==> config.mk <==
export PLATFORM = sky130hd
export DESIGN_NAME = cp1d_scan
export DESIGN_NICKNAME = d
export VERILOG_FILES = /design/src/rtl/cp1d_pkg.sv /design/src/rtl/cp1d_scan.sv
export SDC_FILE = /design/constraint.sdc
export NUM_CORES = 1
export LEC_CHECK = 0
export BUFFER_PORTS_ARGS = -buffer_cell sky130_fd_sc_hd__buf_2
export CAP_MARGIN = 30
export CORE_UTILIZATION = 34
export DETAILED_ROUTE_END_ITERATION = 12
export GPL_TIMING_DRIVEN = 0
export PLACE_DENSITY_LB_ADDON = 0.3
export SYNTH_ARGS = -nofsm -noshare
export SYNTH_HDL_FRONTEND = slang
export SYNTH_SLANG_ARGS = --single-unit
export TNS_END_PERCENT = 10
==> constraint.sdc <==
create_clock -name clk -period 3.1 [get_ports clk]
set_input_delay 0.155 -clock clk [delete_from_list [all_inputs] [get_ports clk]]
set_output_delay 0.155 -clock clk [all_outputs]
set_load 0.005 [all_outputs]
==> src/rtl/cp1d_pkg.sv <==
// ----------------------------------------------------------------------------
// cp1d_pkg
// Shared types and constants for the one-dimensional closest pair block.
// ----------------------------------------------------------------------------
package cp1d_pkg;

  localparam int MAX_ITEMS   = 1024;
  localparam int VALUE_WIDTH = 32;
  localparam int POS_W       = $clog2(MAX_ITEMS);
  localparam int CNT_W       = $clog2(MAX_ITEMS + 1);
  localparam int DIST_W      = 32;

  typedef struct packed {
    logic                   vld;
    logic [VALUE_WIDTH-1:0] key;
    logic [POS_W-1:0]       pos;
  } cell_t;

  typedef struct packed {
    logic ins;
    logic shf;
    logic clr;
  } cell_ctl_t;

  typedef struct packed {
    logic                   start;
    logic                   step;
  } scan_ctl_t;

  typedef struct packed {
    logic                   found;
    logic [VALUE_WIDTH-1:0] gap;
    logic [POS_W-1:0]       first;
    logic [POS_W-1:0]       second;
  } best_t;

  typedef enum logic [1:0] {
    ST_LOAD,
    ST_SCAN,
    ST_EMIT
  } state_t;

endpackage

==> src/rtl/cp1d_scan.sv <==
// ----------------------------------------------------------------------------
// cp1d_scan
// Head-of-chain scanner. It tracks the first adjacent pair with the smallest gap.
// ----------------------------------------------------------------------------
module cp1d_scan (
  input  logic                  clk,
  input  logic                  rst_n,
  input  cp1d_pkg::scan_ctl_t   ctl,
  input  cp1d_pkg::cell_t       head0,
  input  cp1d_pkg::cell_t       head1,
  output cp1d_pkg::best_t       best
);
  import cp1d_pkg::*;

  logic                   pair_vld_r;
  logic [VALUE_WIDTH-1:0] pair_d_r;
  logic [POS_W-1:0]       pair_p0_r;
  logic [POS_W-1:0]       pair_p1_r;
  best_t                  best_r;
  best_t                  best_nxt;

  assign best = best_r;

  always_ff @(posedge clk) begin
    if (!rst_n) begin
      pair_vld_r <= 1'b0;
    end else begin
      pair_vld_r <= ctl.step && !ctl.start;
    end
  end

  always_ff @(posedge clk) begin
    pair_d_r  <= head1.key - head0.key;
    pair_p0_r <= head0.pos;
    pair_p1_r <= head1.pos;
  end

  always_comb begin
    best_nxt = best_r;
    if (ctl.start) begin
      best_nxt = '0;
    end else if (pair_vld_r) begin
      if (!best_r.found || (pair_d_r < best_r.gap)) begin
        best_nxt.found  = 1'b1;
        best_nxt.gap    = pair_d_r;
        best_nxt.first  = pair_p0_r;
        best_nxt.second = pair_p1_r;
      end
    end
  end

  always_ff @(posedge clk) begin
    if (!rst_n) begin
      best_r <= '0;
    end else begin
      best_r <= best_nxt;
    end
  end

endmodule

==> summary.log <==
[route] routed wire length 14200 um
[worst_setup_path] kind of start point of the critical path flip-flop
[finish] number of diodes 0
[global_routing] aggregate global-route resource usage 16.7%
[synth] sequential fraction of the synthesis area 36.3%
[worst_setup_path] cell type of the slowest stage on the worst timing path sky130_fd_sc_hd__dfxtp_1
[timing] RSZ-0062 raised after global routing false
[route] number of vias per cell 4.81
[clocking] CTS root buffer sky130_fd_sc_hd__clkbuf_16
[floorplanning] area of the core region 16700 um2
[floorplanning] Die Outline Area 17700 um2
[place] number of placed instances with taps included 1031
[worst_setup_path] required time of the critical path 3.39 ns
[power_and_ir_drop] sw power 0.958 mW
[clocking] level count of the clock H-tree 3
[worst_setup_path] cell breakdown of the critical path inv_1 > ha_1 > a21o_1 > a21oi_1 > nor2b_1 > a311oi_2 > a311o_1 > clkbuf_1 > buf_2 > nand3_1 > a21boi_1
[finish] post-synthesis to final-layout area growth 24.8%
[floorplanning] boundary pin count 143
[power_and_ir_drop] worst vdd rail ir drop 229 uV
[synth] synthesized net count 824
[global_routing] initial antenna violation count 0
[power_and_ir_drop] relative contribution of sequential cells to total power 46.1%
[synth] commonest cells in the netlist sky130_fd_sc_hd__dfxtp_1, sky130_fd_sc_hd__inv_1, sky130_fd_sc_hd__ha_1
[finish] final core utilization 43.6%
[global_routing] via count of the first global-routing pass 4966
[power_and_ir_drop] Power, Total 3.38 mW
[synth] most common cell in the netlist sky130_fd_sc_hd__dfxtp_1
[floorplanning] die height 133 um
[timing] Fmax achieved 389 MHz
[run] max-cap check violation count 0
[route] Remaining DRCs 0
[clocking] Num CTS Buffers 9
[clocking] clock-pin slew on the worst setup and hold paths 0.06 ns
[finish] share of post-route cells with drive strength above 1 22.1%
[synth] Cell Area, Synth 5840 um2
[timing] total negative slack 0 ns
[clocking] TritonCTS Sinks 106
[worst_setup_path] delay of the slowest cell on the worst path 0.35 ns
[synth] Synth cell types 56
[route] average wire length per cell after detail routing 13.3 um
[place] final estimated routing congestion in global placement 0.860
[floorplanning] die span in x 133 um
[worst_setup_path] worst setup path class reg -> reg
[min_path] Worst Hold Class in -> reg
[synth] dominant cells by area after synthesis sky130_fd_sc_hd__dfxtp_1, sky130_fd_sc_hd__ha_1, sky130_fd_sc_hd__a21boi_1
[timing] Max-Slew Margin vs Limit 56.0%
[power_and_ir_drop] Internal Dissipation 2.42 mW
[global_routing] wire length of the first global-routing pass 23700 um
[synth] Async SR Flop Fraction 0%
[power_and_ir_drop] share of total power in combinational logic 22.8%
[worst_setup_path] Crit. End Element flip-flop
[timing] post-route minimum period 2.57 ns
[place] count of buffers inserted at the top-level ports 140
[timing] final cycle utilization of the critical path 83.0%
[timing] number of hold-slack violations in the final timing report 0
[floorplanning] standard-cell rows 47
[power_and_ir_drop] reported leakage power 3.26 nW
[synth] Post-Syn Instances 671
[timing] setup-violating endpoint count in the final report 0
[timing] Worst-Margin Slew 0.659 ns
[clocking] clock latency on the worst-skew pair 0.36 ns
[power_and_ir_drop] Pwr Density 464 nW/um2
[route] antenna-violating nets left 0
[synth] Post-synth EDFFs 0
[worst_setup_path] worst path arrival time 2.86 ns
[synth] count of yosys warnings during synthesis 0
[floorplanning] initial core utilization 35.0%
[status] result of the run finished clean
[finish] non-filler cells, final 1067
[global_routing] gr ovfl total 0
[synth] number of synthesized register bits 106
[power_and_ir_drop] clock network power share 31.1%
[clocking] TritonCTS clock tree done
[route] Starting DRT DRC Count 198
[route] via total after detailed routing 5135
[place] half-perimeter wire length after detailed placement 10700 um
[synth] library cell occupying the most area in the post-synthesis netlist sky130_fd_sc_hd__dfxtp_1
[timing] post-route worst hold slack 0.0771 ns
[route] length of the first detailed-routing pass in iterations 4
[synth] leading register cell type out of synthesis sky130_fd_sc_hd__dfxtp_1
[timing] clk_skew 0.00791 ns
[power_and_ir_drop] fraction of power spent switching nets 28.3%
[finish] Final Net Count 996
[clocking] deepest clock path buffer count 2
[worst_setup_path] maximum fanout encountered on the critical timing path 10
[timing] max-slew violation count 0
[synth] synthesized area per cell 8.70 um2
[global_routing] maximum number of pins on one net before global-route repair 16
[synth] share of the synthesized area in the top cell type 36.3%
[logic make-up (layout without fill, tap and decap cells)]
| logic type | Yosys count | in the layout | synth area share (%) |
|---|---|---|---|
| xor gates and xnor gates | 26 | 26 | 3.90 |
| buffers and inverters | 105 | 281 | 7.78 |
| DFF | 106 | 106 | 36.3 |
| and+or+nand+nor | 143 | 143 | 12.4 |
| AOI/OAI and AO/OA | 228 | 228 | 25.9 |
| adders and majority gates | 63 | 63 | 13.6 |
[area by class of cell]
class	count	area, um2
Fill cell	1722	9410
Multi-Input combinational cell	460	3260
Sequential cell	106	2120
Timing Repair Buffer	161	911
Tap cell	220	275
Inverter	71	267
Clock buffer	13	250
Buffer	34	188
Clock inverter	2	13.8
[registers in the layout, indices dropped and copies added, names as in the netlist]
name	count
pair_vld_r	1
best	53
pair_p0_r	10
pair_d_r	32
pair_p1_r	10
[worst max-delay path, delay by kind of cell, from the launching register on]
| kind | cells | cell delay, ns |
|---|---|---|
| AOI/OAI and AO/OA | 5 | 0.95 |
| buffers and inverters | 3 | 0.71 |
| DFF | 1 | 0.35 |
| adders and majority gates | 1 | 0.31 |
| and+or+nand+nor | 2 | 0.18 |
[path summary, 6_finish.rpt]
check / startpoint / end / slack [ns] / cells past startpoint
worst min-delay path: head0[10] / pair_d_r[0]$_DFF_P_ / 0.08 / 3
worst max register to register: best[33]$_SDFFE_PP0P_ / best[21]$_SDFFE_PP0P_ / 0.53 / 11
worst max-delay path: best[33]$_SDFFE_PP0P_ / best[21]$_SDFFE_PP0P_ / 0.53 / 11
worst min register to register: pair_p1_r[8]$_DFF_P_ / best[8]$_SDFFE_PP0P_ / 0.45 / 2
[power by group through the flow]
stage	Clock [mW]	Sequential [mW]	Combinational [mW]
floorplan	0	1.56	0.556
CTS	1.09	1.56	0.778
global route	1.14	1.57	0.888
finish	1.05	1.56	0.772
detailed placement	0	1.59	0.754
global placement	0	1.59	0.744
[placed cells by master (no fill, tap or decap), types with 8 or more instances in the layout]
| cell | count |
|---|---|
| sky130_fd_sc_hd__a21boi_1 | 52 |
| sky130_fd_sc_hd__a21o_1 | 22 |
| sky130_fd_sc_hd__a21oi_1 | 37 |
| sky130_fd_sc_hd__buf_2 | 155 |
| sky130_fd_sc_hd__clkbuf_1 | 16 |
| sky130_fd_sc_hd__clkbuf_16 | 9 |
| sky130_fd_sc_hd__dfxtp_1 | 106 |
| sky130_fd_sc_hd__dlygate4sd3_1 | 21 |
| sky130_fd_sc_hd__ha_1 | 62 |
| sky130_fd_sc_hd__inv_1 | 71 |
| sky130_fd_sc_hd__nand2_1 | 20 |
| sky130_fd_sc_hd__nand2b_1 | 9 |
| sky130_fd_sc_hd__nand3_1 | 60 |
| sky130_fd_sc_hd__nand4_1 | 8 |
| sky130_fd_sc_hd__nor2_1 | 22 |
| sky130_fd_sc_hd__o21ai_0 | 12 |
| sky130_fd_sc_hd__o21ai_1 | 55 |
| sky130_fd_sc_hd__xnor2_1 | 18 |
| sky130_fd_sc_hd__xor2_1 | 8 |
[repair_timing]
action	4_1_cts	5_1_grt
resized for setup	0	0
hold endpoints to repair	21	0
setup buffers	0	0
hold buffers	21	0
[per-layer routing]
metal / vias to the layer above / track usage, % / share of wire, %
met5: - / 0 / 0
met4: 0 / 7.54 / 2.3
met3: 18 / 2.68 / 3.6
met2: 101 / 27.2 / 44
met1: 2290 / 21.7 / 50
li1: 2726 / - / -
[through the flow]
step / worst slack, ns / cell area [um2]
floorplan: 0.863 / 5840
global placement: 0.468 / 6810
detailed placement: 0.480 / 6810
CTS: 0.503 / 7290
global route: 0.284 / 7290
finish: 0.528 / 7290
Note: power is estimated with default switching activity, not from simulation.
