[config.mk]
export PLATFORM = sky130hd
export DESIGN_NAME = cp1d_cell
export DESIGN_NICKNAME = d
export VERILOG_FILES = /design/src/rtl/cp1d_pkg.sv /design/src/rtl/cp1d_cell.sv
export SDC_FILE = /design/constraint.sdc
export NUM_CORES = 1
export LEC_CHECK = 0
export BUFFER_PORTS_ARGS = -buffer_cell sky130_fd_sc_hd__buf_2
export CORE_MARGIN = 4
export CORE_UTILIZATION = 44
export CTS_CLUSTER_DIAMETER = 150
export CTS_CLUSTER_SIZE = 16
export DETAILED_ROUTE_END_ITERATION = 6
export PLACE_DENSITY = 0.83
export SYNTH_ARGS = -nofsm -noshare
export SYNTH_HDL_FRONTEND = slang
export SYNTH_SLANG_ARGS = --single-unit
[constraint.sdc]
create_clock -name clk -period 4.35 [get_ports clk]
set_input_delay 0.435 -clock clk [delete_from_list [all_inputs] [get_ports clk]]
set_output_delay 0.435 -clock clk [all_outputs]
set_load 0.1 [all_outputs]
[src/rtl/cp1d_pkg.sv]
// ----------------------------------------------------------------------------
// cp1d_pkg
// Shared types and constants for the one-dimensional closest pair block.
// ----------------------------------------------------------------------------
package cp1d_pkg;

  localparam int MAX_ITEMS   = 1024;
  localparam int VALUE_WIDTH = 32;
  localparam int POS_W       = $clog2(MAX_ITEMS);
  localparam int CNT_W       = $clog2(MAX_ITEMS + 1);
  localparam int DIST_W      = 32;

  typedef struct packed {
    logic                   vld;
    logic [VALUE_WIDTH-1:0] key;
    logic [POS_W-1:0]       pos;
  } cell_t;

  typedef struct packed {
    logic ins;
    logic shf;
    logic clr;
  } cell_ctl_t;

  typedef struct packed {
    logic                   start;
    logic                   step;
  } scan_ctl_t;

  typedef struct packed {
    logic                   found;
    logic [VALUE_WIDTH-1:0] gap;
    logic [POS_W-1:0]       first;
    logic [POS_W-1:0]       second;
  } best_t;

  typedef enum logic [1:0] {
    ST_LOAD,
    ST_SCAN,
    ST_EMIT
  } state_t;

endpackage

[src/rtl/cp1d_cell.sv]
// ----------------------------------------------------------------------------
// cp1d_cell
// One sorting cell. It inserts a new key in order, shifts toward the head and clears.
// ----------------------------------------------------------------------------
module cp1d_cell (
  input  logic                       clk,
  input  logic                       rst_n,
  input  cp1d_pkg::cell_ctl_t        ctl,
  input  cp1d_pkg::cell_t            new_item,
  input  cp1d_pkg::cell_t            prev_item,
  input  logic                       prev_gt,
  input  cp1d_pkg::cell_t            next_item,
  output cp1d_pkg::cell_t            item,
  output logic                       gt
);
  import cp1d_pkg::*;

  cell_t item_r;
  cell_t item_nxt;

  // An empty cell behaves as a key above every value, so equal keys stay in order.
  assign gt   = !item_r.vld || (item_r.key > new_item.key);
  assign item = item_r;

  always_comb begin
    item_nxt = item_r;
    if (ctl.clr) begin
      item_nxt.vld = 1'b0;
    end else if (ctl.ins) begin
      if (gt) begin
        item_nxt = prev_gt ? prev_item : new_item;
      end
    end else if (ctl.shf) begin
      item_nxt = next_item;
    end
  end

  always_ff @(posedge clk) begin
    if (!rst_n) begin
      item_r.vld <= 1'b0;
    end else begin
      item_r.vld <= item_nxt.vld;
    end
    item_r.key <= item_nxt.key;
    item_r.pos <= item_nxt.pos;
  end

endmodule

==> impl_results.md, run 1 <==
- Num CTS Buffers: 5
- Share of synthesized registers carrying an async set or reset: 0%
- Number of enable flip-flop cells after synthesis: 42
- Antenna Cells: 0
- Mapped cell area: 0.003040 mm^2
- Worst EP arrival: 2.60 ns
- Maximum clock insertion buffer count: 2
- Setup Fix Bufs, Post-CTS: 0
- # hold bufs at CTS: 0
- Final HPWL DP: 6807 um
- Final WL: 8338 um
- Netlist cell types: 31
- Routability cong.: 0.8503
- CP max FO: 4
- Hold Vio Cnt, Final: 0
- Placed Area: 0.004000 mm^2
- Mux share of post-synthesis cell area: 14.53%
- Worst EP required: 3.91 ns
- Worst-path cell chain: ha_1 > nand4_1 > nor3_1 > a21boi_0 > o31ai_2 > a21o_2 > nand2_1 > buf_2
- Gr ovfl total: 0
- CP delay by family, top: compound AO/OA/AOI/OAI gates
- Top FF cell, synth: edfxtp_1
- Detailed Routing Iterations Pass 1: 4
- CTS root buf: clkbuf_8
- Yosys reg bits: 43
- Clock skew: 0.008563 ns
- Largest net degree at the start of global routing: 87
- Final Hold Slack: 0.3568 ns
- ANT nets after route: 0
- Simple-Gate Fraction of Synth Area: 10.78%
- Resize count post-CTS: 0
- Xor and xnor fraction of the mapped netlist area: 0%
- Adder and majority gate portion of the synthesized area: 13.17%
- Final setup fails: 0
- CTS Sinks: 43
- Mapped Nets: 476
- Reg clk slew, reported paths: 0.08 ns
- Drt initial violations: 44
- Die Area: 0.008304 mm^2
- HP Class: in2reg
- Main combinational cell family by area after synthesis: multiplexers
- Buf/Inv on CP: 1
- Pwr per Cell Area: 315.4 mW/mm^2
- TritonCTS clock tree: done
- Mapped Cells: 309
- GRT Resource Usage Total: 19.45%
- Std-Cell Rows: 30
- Critical Path Sink Type: output port
- Setup Crit Path Kind: reg2out
- Outcome: completed
- Post-layout min period: 3.035 ns
- Max cap viols: 0
- Highest Clock Rate: 329.5 MHz
- DR vias: 2,870
- Crit path largest cell delay: 0.43 ns
- Die Y: 91.13 um
- Max Slew Vio Count: 0
- Critical Path Source: item[24]
- First-pass GRT wire length: 13,070 um
- Htree depth: 2
- CP max stage cell: buf_2
- Residual DRC: 0
- Number of top-level pins: 179
- Max FFs per register: 43
- Startpoint Class: flop
- Core area: 0.006756 mm^2
- Reg2reg start: item[24]
- Post-synthesis compound-gate area fraction: 13.29%
- Worst relative slew slack: 47.63%
- Initial Util: 45.00%
- Syn Area/Cell: 9.840 um^2
- Die width: 91.13 um
- # port buffers: 178
- Warning count from the yosys run: 0
- Final net count: 649
- Initial antenna violation count: 0
- Fraction of layout instances using a drive strength above 1: 40.37%
- RSZ-0062 raised after global routing: no
- P_leak: 0.002103 uW
- Final worst path period share: 69.77%
- Hold Crit Start: ctl[0]
- Vias in the first global route: 2,856
- Sequential-to-total area share from yosys stat: 42.14%
- Syn-to-layout area delta: 35.10%
- DR vias/cell: 5.098
- Final setup TNS: 0 ns
- Worst-Skew Late Latency: 0.30 ns
- WL/cell: 14.81 um
- Finished layout cell area: 0.004108 mm^2
- Least-Margin Pin Slew: 0.7856 ns
- Worst vdd ir: 0.0001391 V
## metal layers
layer | vias to the layer above | part of all wire (%) | global-route usage, %
li1 | 1461 | - | -
met1 | 1277 | 38 | 20.62
met2 | 122 | 52 | 36.36
met3 | 10 | 8.6 | 6.545
met4 | 0 | 1.4 | 5.402
met5 | - | 0 | 0
## cell usage after synthesis, drive strengths merged (4+ instances only)
| cell | number | share of area [%] |
|---|---|---|
| ha | 32 | 13 |
| mux2i | 43 | 14 |
| a21oi | 54 | 9.0 |
| inv | 33 | 4.1 |
| nand3 | 5 | 0.82 |
| nand4 | 9 | 1.9 |
| a21o | 4 | 1.0 |
| nor2 | 45 | 5.6 |
| buf | 5 | 0.78 |
| nand2 | 6 | 0.74 |
| clkbuf | 10 | 1.2 |
| edfxtp | 42 | 41 |
## metrics by stage
step / cells / total power, uW / setup WS [ns] / utilization (%)
2_1_floorplan: 309 / 868.0 / 0.009394 / -
3_3_place_gp: 555 / 987.8 / 1.409 / 59.20
3_5_place_dp: 555 / 1000 / 1.340 / 59.20
4_1_cts: 563 / 1309 / 1.305 / 60.80
5_1_grt: 563 / 1357 / 1.195 / 60.80
6_report: 563 / 1296 / 1.315 / 60.80
## report_power, final
group          internal [uW]  switching [uW]  total (uW)
combinational            134             345         479
clock                    168             140         308
sequential               494            14.0         508
## logic make-up (layout without fill, tap and decap cells)
group | count (synthesis) | after routing
muxes | 44 | 44
and+or+nand+nor | 73 | 73
buffers and inverters | 48 | 222
adders and majority gates | 32 | 32
AOI/OAI and AO/OA | 69 | 69
DFF | 43 | 43
## layout by cell type, fill, tap and decap left out, drive strengths merged, types with 2 or more instances in the layout
cell type	instances
nand2	6
edfxtp	42
inv	33
nand4	9
ha	32
nor2	45
a21oi	54
mux2i	43
a221o	2
clkbuf	5
nand3	5
o21ai	3
buf	181
a21o	4
nor3	3
clkinv	2
## path summary, 6_finish.rpt
check                           slack [ns]  endpoint  cells after the start
worst min register to register        0.77  item[42]                      3
worst max-delay path                  1.32        gt                      8
worst min-delay path                  0.36  item[42]                      2
worst max register to register        1.48  item[25]                      8
## area by class of cell
| type | count | area (um^2) |
|---|---|---|
| inverters | 33 | 123.9 |
| well taps | 80 | 100.1 |
| clock buffers | 5 | 68.82 |
| repair buffers | 181 | 913.4 |
| multi-input cells | 218 | 1582 |
| flip-flops and latches | 43 | 1281 |
| fillers | 603 | 2649 |
| clock inverters | 3 | 38.79 |
Note: power is estimated with default switching activity, not from simulation.
==> run 2, diff against run 1 <==
- CORE_UTILIZATION: 44 -> 40
- PLACE_DENSITY: 0.83 -> 0.79
- clock period: 4.35 -> 2.5 ns (I/O delays scaled with it)
==> impl_results.md, run 2 (same netlist as run 1, synthesis figures left out) <==
- Outcome: complete, but fails checks
- Failing checks: setup timing
- Startpoint Class: flop
- Least-Margin Pin Slew: 0.5239 ns (-0.2617 ns)
- Max FFs per register: 43 (unchanged)
- PnR worst setup slack: -0.1140 ns (-1.429 ns)
- Worst vdd ir: 0.0002148 V (+54%)
- TritonCTS clock tree: done
- CTS root buf: clkbuf_8
- R2r setup slk: -0.10 ns (-1.58 ns)
- Die Area: 0.009060 mm^2 (+9.1%)
- Initial antenna violation count: 0 (unchanged)
- Highest Clock Rate: 382.6 MHz
- Detailed Routing Iterations Pass 1: 4 (unchanged)
- Core area: 0.007331 mm^2 (+8.5%)
- Post-layout min period: 2.614 ns
- R2r endpoint: item[1]
- CP max FO: 2 (-2)
- Clock skew: 0.01346 ns (+0.004900 ns)
- Final worst path period share: 104.6%
- Reg clk slew, reported paths: 0.08 ns (about the same)
- Die width: 95.19 um (+4.5%)
- # port buffers: 178 (unchanged)
- Vias in the first global route: 2,895 (+1.4%)
- DR vias/cell: 4.913 (-3.6%)
- Power Total: 2237 uW (+73%)
- First-pass GRT wire length: 12,990 um (-0.64%)
- Antenna Cells: 0 (unchanged)
- Std-Cell Rows: 31 (+3.3%)
- DR vias: 2,982 (+3.9%)
- Routability cong.: 0.8162 (-4.0%)
- Initial Util: 41.47% (-3.5 points)
- Worst EP arrival: 2.36 ns (-0.24 ns)
- Number of top-level pins: 179 (unchanged)
- Reg2Reg Depth: 9 (+1)
- Worst relative slew slack: 65.31% (+18 points)
- HP Class: in2reg
- Largest net degree at the start of global routing: 72 (-17%)
- Critical Path Source: item[19]
- Reg2reg start: item[41]
- Hold Vio Cnt, Final: 0 (unchanged)
- Worst EP required: 2.25 ns (-1.66 ns)
- Die Y: 95.19 um (+4.5%)
- Worst-Skew Late Latency: 0.30 ns (about the same)
- Final setup TNS: -3.213 ns (-3.213 ns)
- Final net count: 674 (+3.9%)
- Max cap viols: 0 (unchanged)
- Most frequent cells in the layout: 177 x buf_2, 50 x a21oi_1, 44 x nor2_1, 43 x mux2i_1, 42 x edfxtp_1
- Htree depth: 2 (unchanged)
- Residual DRC: 0 (unchanged)
- Drt initial violations: 76 (+73%)
- Final setup fails: 43 (+43)
- Num CTS Buffers: 5 (unchanged)
- Most common cell after layout, fill and taps aside: buf_2
- GRT Resource Usage Total: 18.35% (-1.1 points)
- Setup Crit Path Kind: reg2out
- Fraction of layout instances using a drive strength above 1: 46.06% (+5.7 points)
- Pwr per Cell Area: 495.5 mW/mm^2 (+57%)
- Gr ovfl total: 0 (unchanged)
- Critical Path Sink Type: output port
- RSZ-0062 raised after global routing: yes
- Max Slew Vio Count: 0 (unchanged)
- Final WL: 8683 um (+4.1%)
- Syn-to-layout area delta: 48.48%
- CTS Sinks: 43 (unchanged)
- P_leak: 0.002258 uW (+7.3%)
- Worst setup path endpoint: gt
- WL/cell: 14.30 um (-3.4%)
- Maximum clock insertion buffer count: 2 (unchanged)
- ANT nets after route: 0 (unchanged)
- Final HPWL DP: 7127 um (+4.7%)
[run 2: final cells by class]
cell class	count	area, um^2
fillers	636	2816
multi-input cells	218	1710
flip-flops and latches	43	1281
repair buffers	206	1194
inverters	33	123.9
well taps	99	123.9
clock buffers	7	76.32
clock inverters	1	5.005
[run 2: critical path, stage by stage, from the launching register on]
cell and delay [ns]:
edfxtp_1 0.39, ha_1 0.31, nand4_1 0.14, buf_4 0.14, nor2_2 0.04, a221o_1 0.32, o31ai_2 0.27, a21o_2 0.21
nand2_2 0.09, buf_12 0.17
[run 2: how the worst min path moves through the flow]
stage | cells past startpoint | end | startpoint
6_report | 2 | item[42] | ctl[0]
5_1_grt | 2 | item[42] | ctl[0]
2_1_floorplan | 1 | item[42] | ctl[0]
3_3_place_gp | 2 | item[42] | ctl[0]
4_1_cts | 2 | item[42] | ctl[0]
3_5_place_dp | 2 | item[42] | ctl[0]
[run 2: report_power, final]
group          switching, uW  internal [uW]  total, uW
registers               27.5            860        887
clock network            232            196        428
logic                    624            297        921
[run 2: stage by stage]
stage          setup slack [ns]  area, um^2  std cells  hold WS (ns)  utilization, %
2_1_floorplan            -1.203        3117        309        0.3179               -
3_3_place_gp           -0.03274        4233        584        0.4935           57.74
3_5_place_dp            -0.1160        4233        584        0.4922           57.74
4_1_cts                -0.09547        4415        598        0.1757           60.23
5_1_grt                 -0.2328        4514        607        0.1774           61.58
6_report                -0.1140        4514        607        0.1847           61.58
[run 2: routing by layer]
| metal | vias up | part of all wire [%] | GRT usage (%) |
|---|---|---|---|
| li1 | 1519 | - | - |
| met1 | 1347 | 40 | 21.26 |
| met2 | 108 | 51 | 34.11 |
| met3 | 8 | 7.6 | 4.420 |
| met4 | 0 | 1.1 | 3.726 |
| met5 | - | 0 | 0 |
[run 2: timing repair]
| action | 4_1_cts | 5_1_grt |
|---|---|---|
| buffers inserted | 5 | 9 |
| gates resized for setup | 8 | 7 |
| cloned | 1 | 0 |
| endpoints found under the setup margin | 43 | 43 |
| pin swaps | 11 | 8 |
| hold buffers | 0 | 0 |
==> run 3, diff against run 2 <==
- ABC_AREA: not set -> 1
==> impl_results.md, run 3 <==
- Outcome: completed
- TritonCTS clock tree: done
- RSZ-0062 raised after global routing: no
- CP max FO: 2 (unchanged)
- Final worst path period share: 90.38% (-14 points)
- DR vias/cell: 4.925 (+0.25%)
- Max FFs per register: 43 (unchanged)
- Setup Crit Path Kind: reg2out
- Top FF cell, synth: edfxtp_1
- Post-synth top cells: 85 x nand2_1, 85 x o21ai_0, 53 x nor2_1
- Top cell by count, worst path: nand2_1
- Pre-CTS setup slack: 0.3074 ns (+0.4234 ns)
- Worst-path cell chain: ha_1 > nand2_1 > nor2_1 > nand2_1 > nor2_2 > nand2_1 > nand2_1 > nand2_2 > nand2_1 > buf_4
- Initial Util: 41.53% (+0.051 points)
- Worst EP arrival: 2.01 ns (-0.35 ns)
- Max cap viols: 0 (unchanged)
- Final HPWL DP: 7263 um (+1.9%)
- Util after Layout: 56.58% (-5.0 points)
- Netlist cell types: 24 (-23%)
- Worst vdd ir: 0.0002491 V (+16%)
- Yosys reg bits: 43 (unchanged)
- Mapped cell area: 0.003044 mm^2 (+0.12%)
- Final setup fails: 0 (-100%)
- Final net count: 732 (+8.6%)
- # hold bufs at CTS: 0 (unchanged)
- Syn Area/Cell: 7.806 um^2 (-21%)
- Mapped Nets: 557 (+17%)
- Number of top-level pins: 179 (unchanged)
- Largest net degree at the start of global routing: 44 (-39%)
- Die Area: 0.009070 mm^2 (+0.11%)
- HP Class: in2reg
- Worst relative slew slack: 66.57% (+1.3 points)
- Sequential-to-total area share from yosys stat: 42.09% (-0.052 points)
- Share of synthesized registers carrying an async set or reset: 0% (unchanged)
- Syn-to-layout area delta: 36.25%
- Drt initial violations: 103 (+36%)
- Startpoint Class: flop
- Final setup TNS: 0 ns (+3.213 ns)
- # port buffers: 178 (unchanged)
- Vias in the first global route: 3,178 (+9.8%)
- GRT Resource Usage Total: 19.84% (+1.5 points)
- Final Hold Slack: 0.2357 ns (+0.05101 ns)
- Most common cell after layout, fill and taps aside: buf_2
- Highest Clock Rate: 442.6 MHz (+16%)
- Least-Margin Pin Slew: 0.5049 ns (-0.01908 ns)
- Clock skew: 0.004579 ns (-0.008885 ns)
- Buf/Inv on CP: 1 (-1)
- Pwr per Cell Area: 512.3 mW/mm^2 (+3.4%)
- Share of the synthesized area in the top cell type: 41.43% (-0.051 points)
- Fraction of layout instances using a drive strength above 1: 35.51% (-11 points)
- Critical Path Sink Type: output port
- Detailed Routing Iterations Pass 1: 4 (unchanged)
- Cell taking the most area after synthesis: edfxtp_1
- DR vias: 3,275 (+9.8%)
- Reg clk slew, reported paths: 0.08 ns (about the same)
- First-pass GRT wire length: 14,080 um (+8.4%)
- WL/cell: 13.52 um (-5.5%)
- Gr ovfl total: 0 (unchanged)
- Most frequent cells in the layout: 177 x buf_2, 85 x o21ai_0, 84 x nand2_1, 53 x nor2_1
- Maximum clock insertion buffer count: 2 (unchanged)
- Initial antenna violation count: 0 (unchanged)
- Mapped Cells: 390 (+26%)
- CP max stage cell: edfxtp_1
- Die Y: 95.24 um (about the same)
- Setup Fix Bufs, Post-CTS: 0 (-5)
- CTS Sinks: 43 (unchanged)
- Resize count post-CTS: 0 (-8)
- Die width: 95.24 um (about the same)
- Final WL: 8988 um (+3.5%)
- Max Slew Vio Count: 0 (unchanged)
- Worst EP required: 2.25 ns (about the same)
- Crit path largest cell delay: 0.40 ns (about the same)
- Routability cong.: 0.7818 (-4.2%)
- Core area: 0.007331 mm^2 (unchanged)
- CTS root buf: clkbuf_8
- Residual DRC: 0 (unchanged)
- Std-Cell Rows: 31 (unchanged)
- Power Total: 2125 uW (-5.0%)
- Warning count from the yosys run: 0 (unchanged)
- Largest cells by area after synthesis: edfxtp_1 41%, o21ai_0 14%, ha_1 13%
- Htree depth: 2 (unchanged)
- P_leak: 0.002144 uW (-5.0%)
- Number of enable flip-flop cells after synthesis: 42 (unchanged)
- Hold Vio Cnt, Final: 0 (unchanged)
- Worst-Skew Late Latency: 0.29 ns (about the same)
- CP delay by family, top: simple AND/OR/NAND/NOR gates
- ANT nets after route: 0 (unchanged)
- Num CTS Buffers: 5 (unchanged)
- Post-layout min period: 2.260 ns (-0.3544 ns)
- Antenna Cells: 0 (unchanged)
- PnR worst setup slack: 0.2404 ns (+0.3544 ns)
-- run 3: metal layers --
| layer | vias to the layer above | routed length (um) | GRT usage (%) |
|---|---|---|---|
| met3 | 6 | 901 | 4.499 |
| met1 | 1467 | 3308 | 21.57 |
| li1 | 1649 | - | - |
| met2 | 153 | 4709 | 38.43 |
| met4 | 0 | 68 | 4.688 |
| met5 | - | 0 | 0 |
-- run 3: power breakdown --
part | internal [uW] | switching (uW) | total (uW)
clock network | 196 | 225 | 421
registers | 859 | 23.7 | 883
logic | 216 | 605 | 821
-- run 3: final timing paths --
path / from / end / slack [ns] / cells past startpoint
setup / recovery: item[41] / gt / 0.24 / 10
hold reg to reg: item[42] / item[42] / 0.64 / 4
hold / removal: next_item[5] / item[5] / 0.24 / 3
setup reg to reg: item[41] / item[16] / 0.29 / 12
-- run 3: final cells by class --
| cell class | count | area (um^2) |
|---|---|---|
| clock buffers | 7 | 76.32 |
| clock inverters | 1 | 5.005 |
| fillers | 727 | 3183 |
| inverters | 45 | 168.9 |
| multi-input cells | 285 | 1534 |
| flip-flops and latches | 43 | 1281 |
| well taps | 99 | 123.9 |
| repair buffers | 185 | 958.4 |
-- run 3: tightest hold or removal path: stages --
cell	delay, ns
buf_2	0.07
nand2_1	0.04
o21ai_0	0.05
-- run 3: logic make-up after synthesis --
family | Yosys count | share of synthesized area [%]
buffers and inverters | 62 | 7.768
AOI/OAI and AO/OA | 102 | 17.14
and+or+nand+nor | 151 | 19.85
DFF | 43 | 42.09
adders and majority gates | 32 | 13.15
-- run 3: per-stage QoR --
stage,instance area (um^2),cells
3_3_place_gp,4064,657
6_report,4148,665
3_5_place_dp,4064,657
5_1_grt,4148,665
2_1_floorplan,3052,390
4_1_cts,4145,665
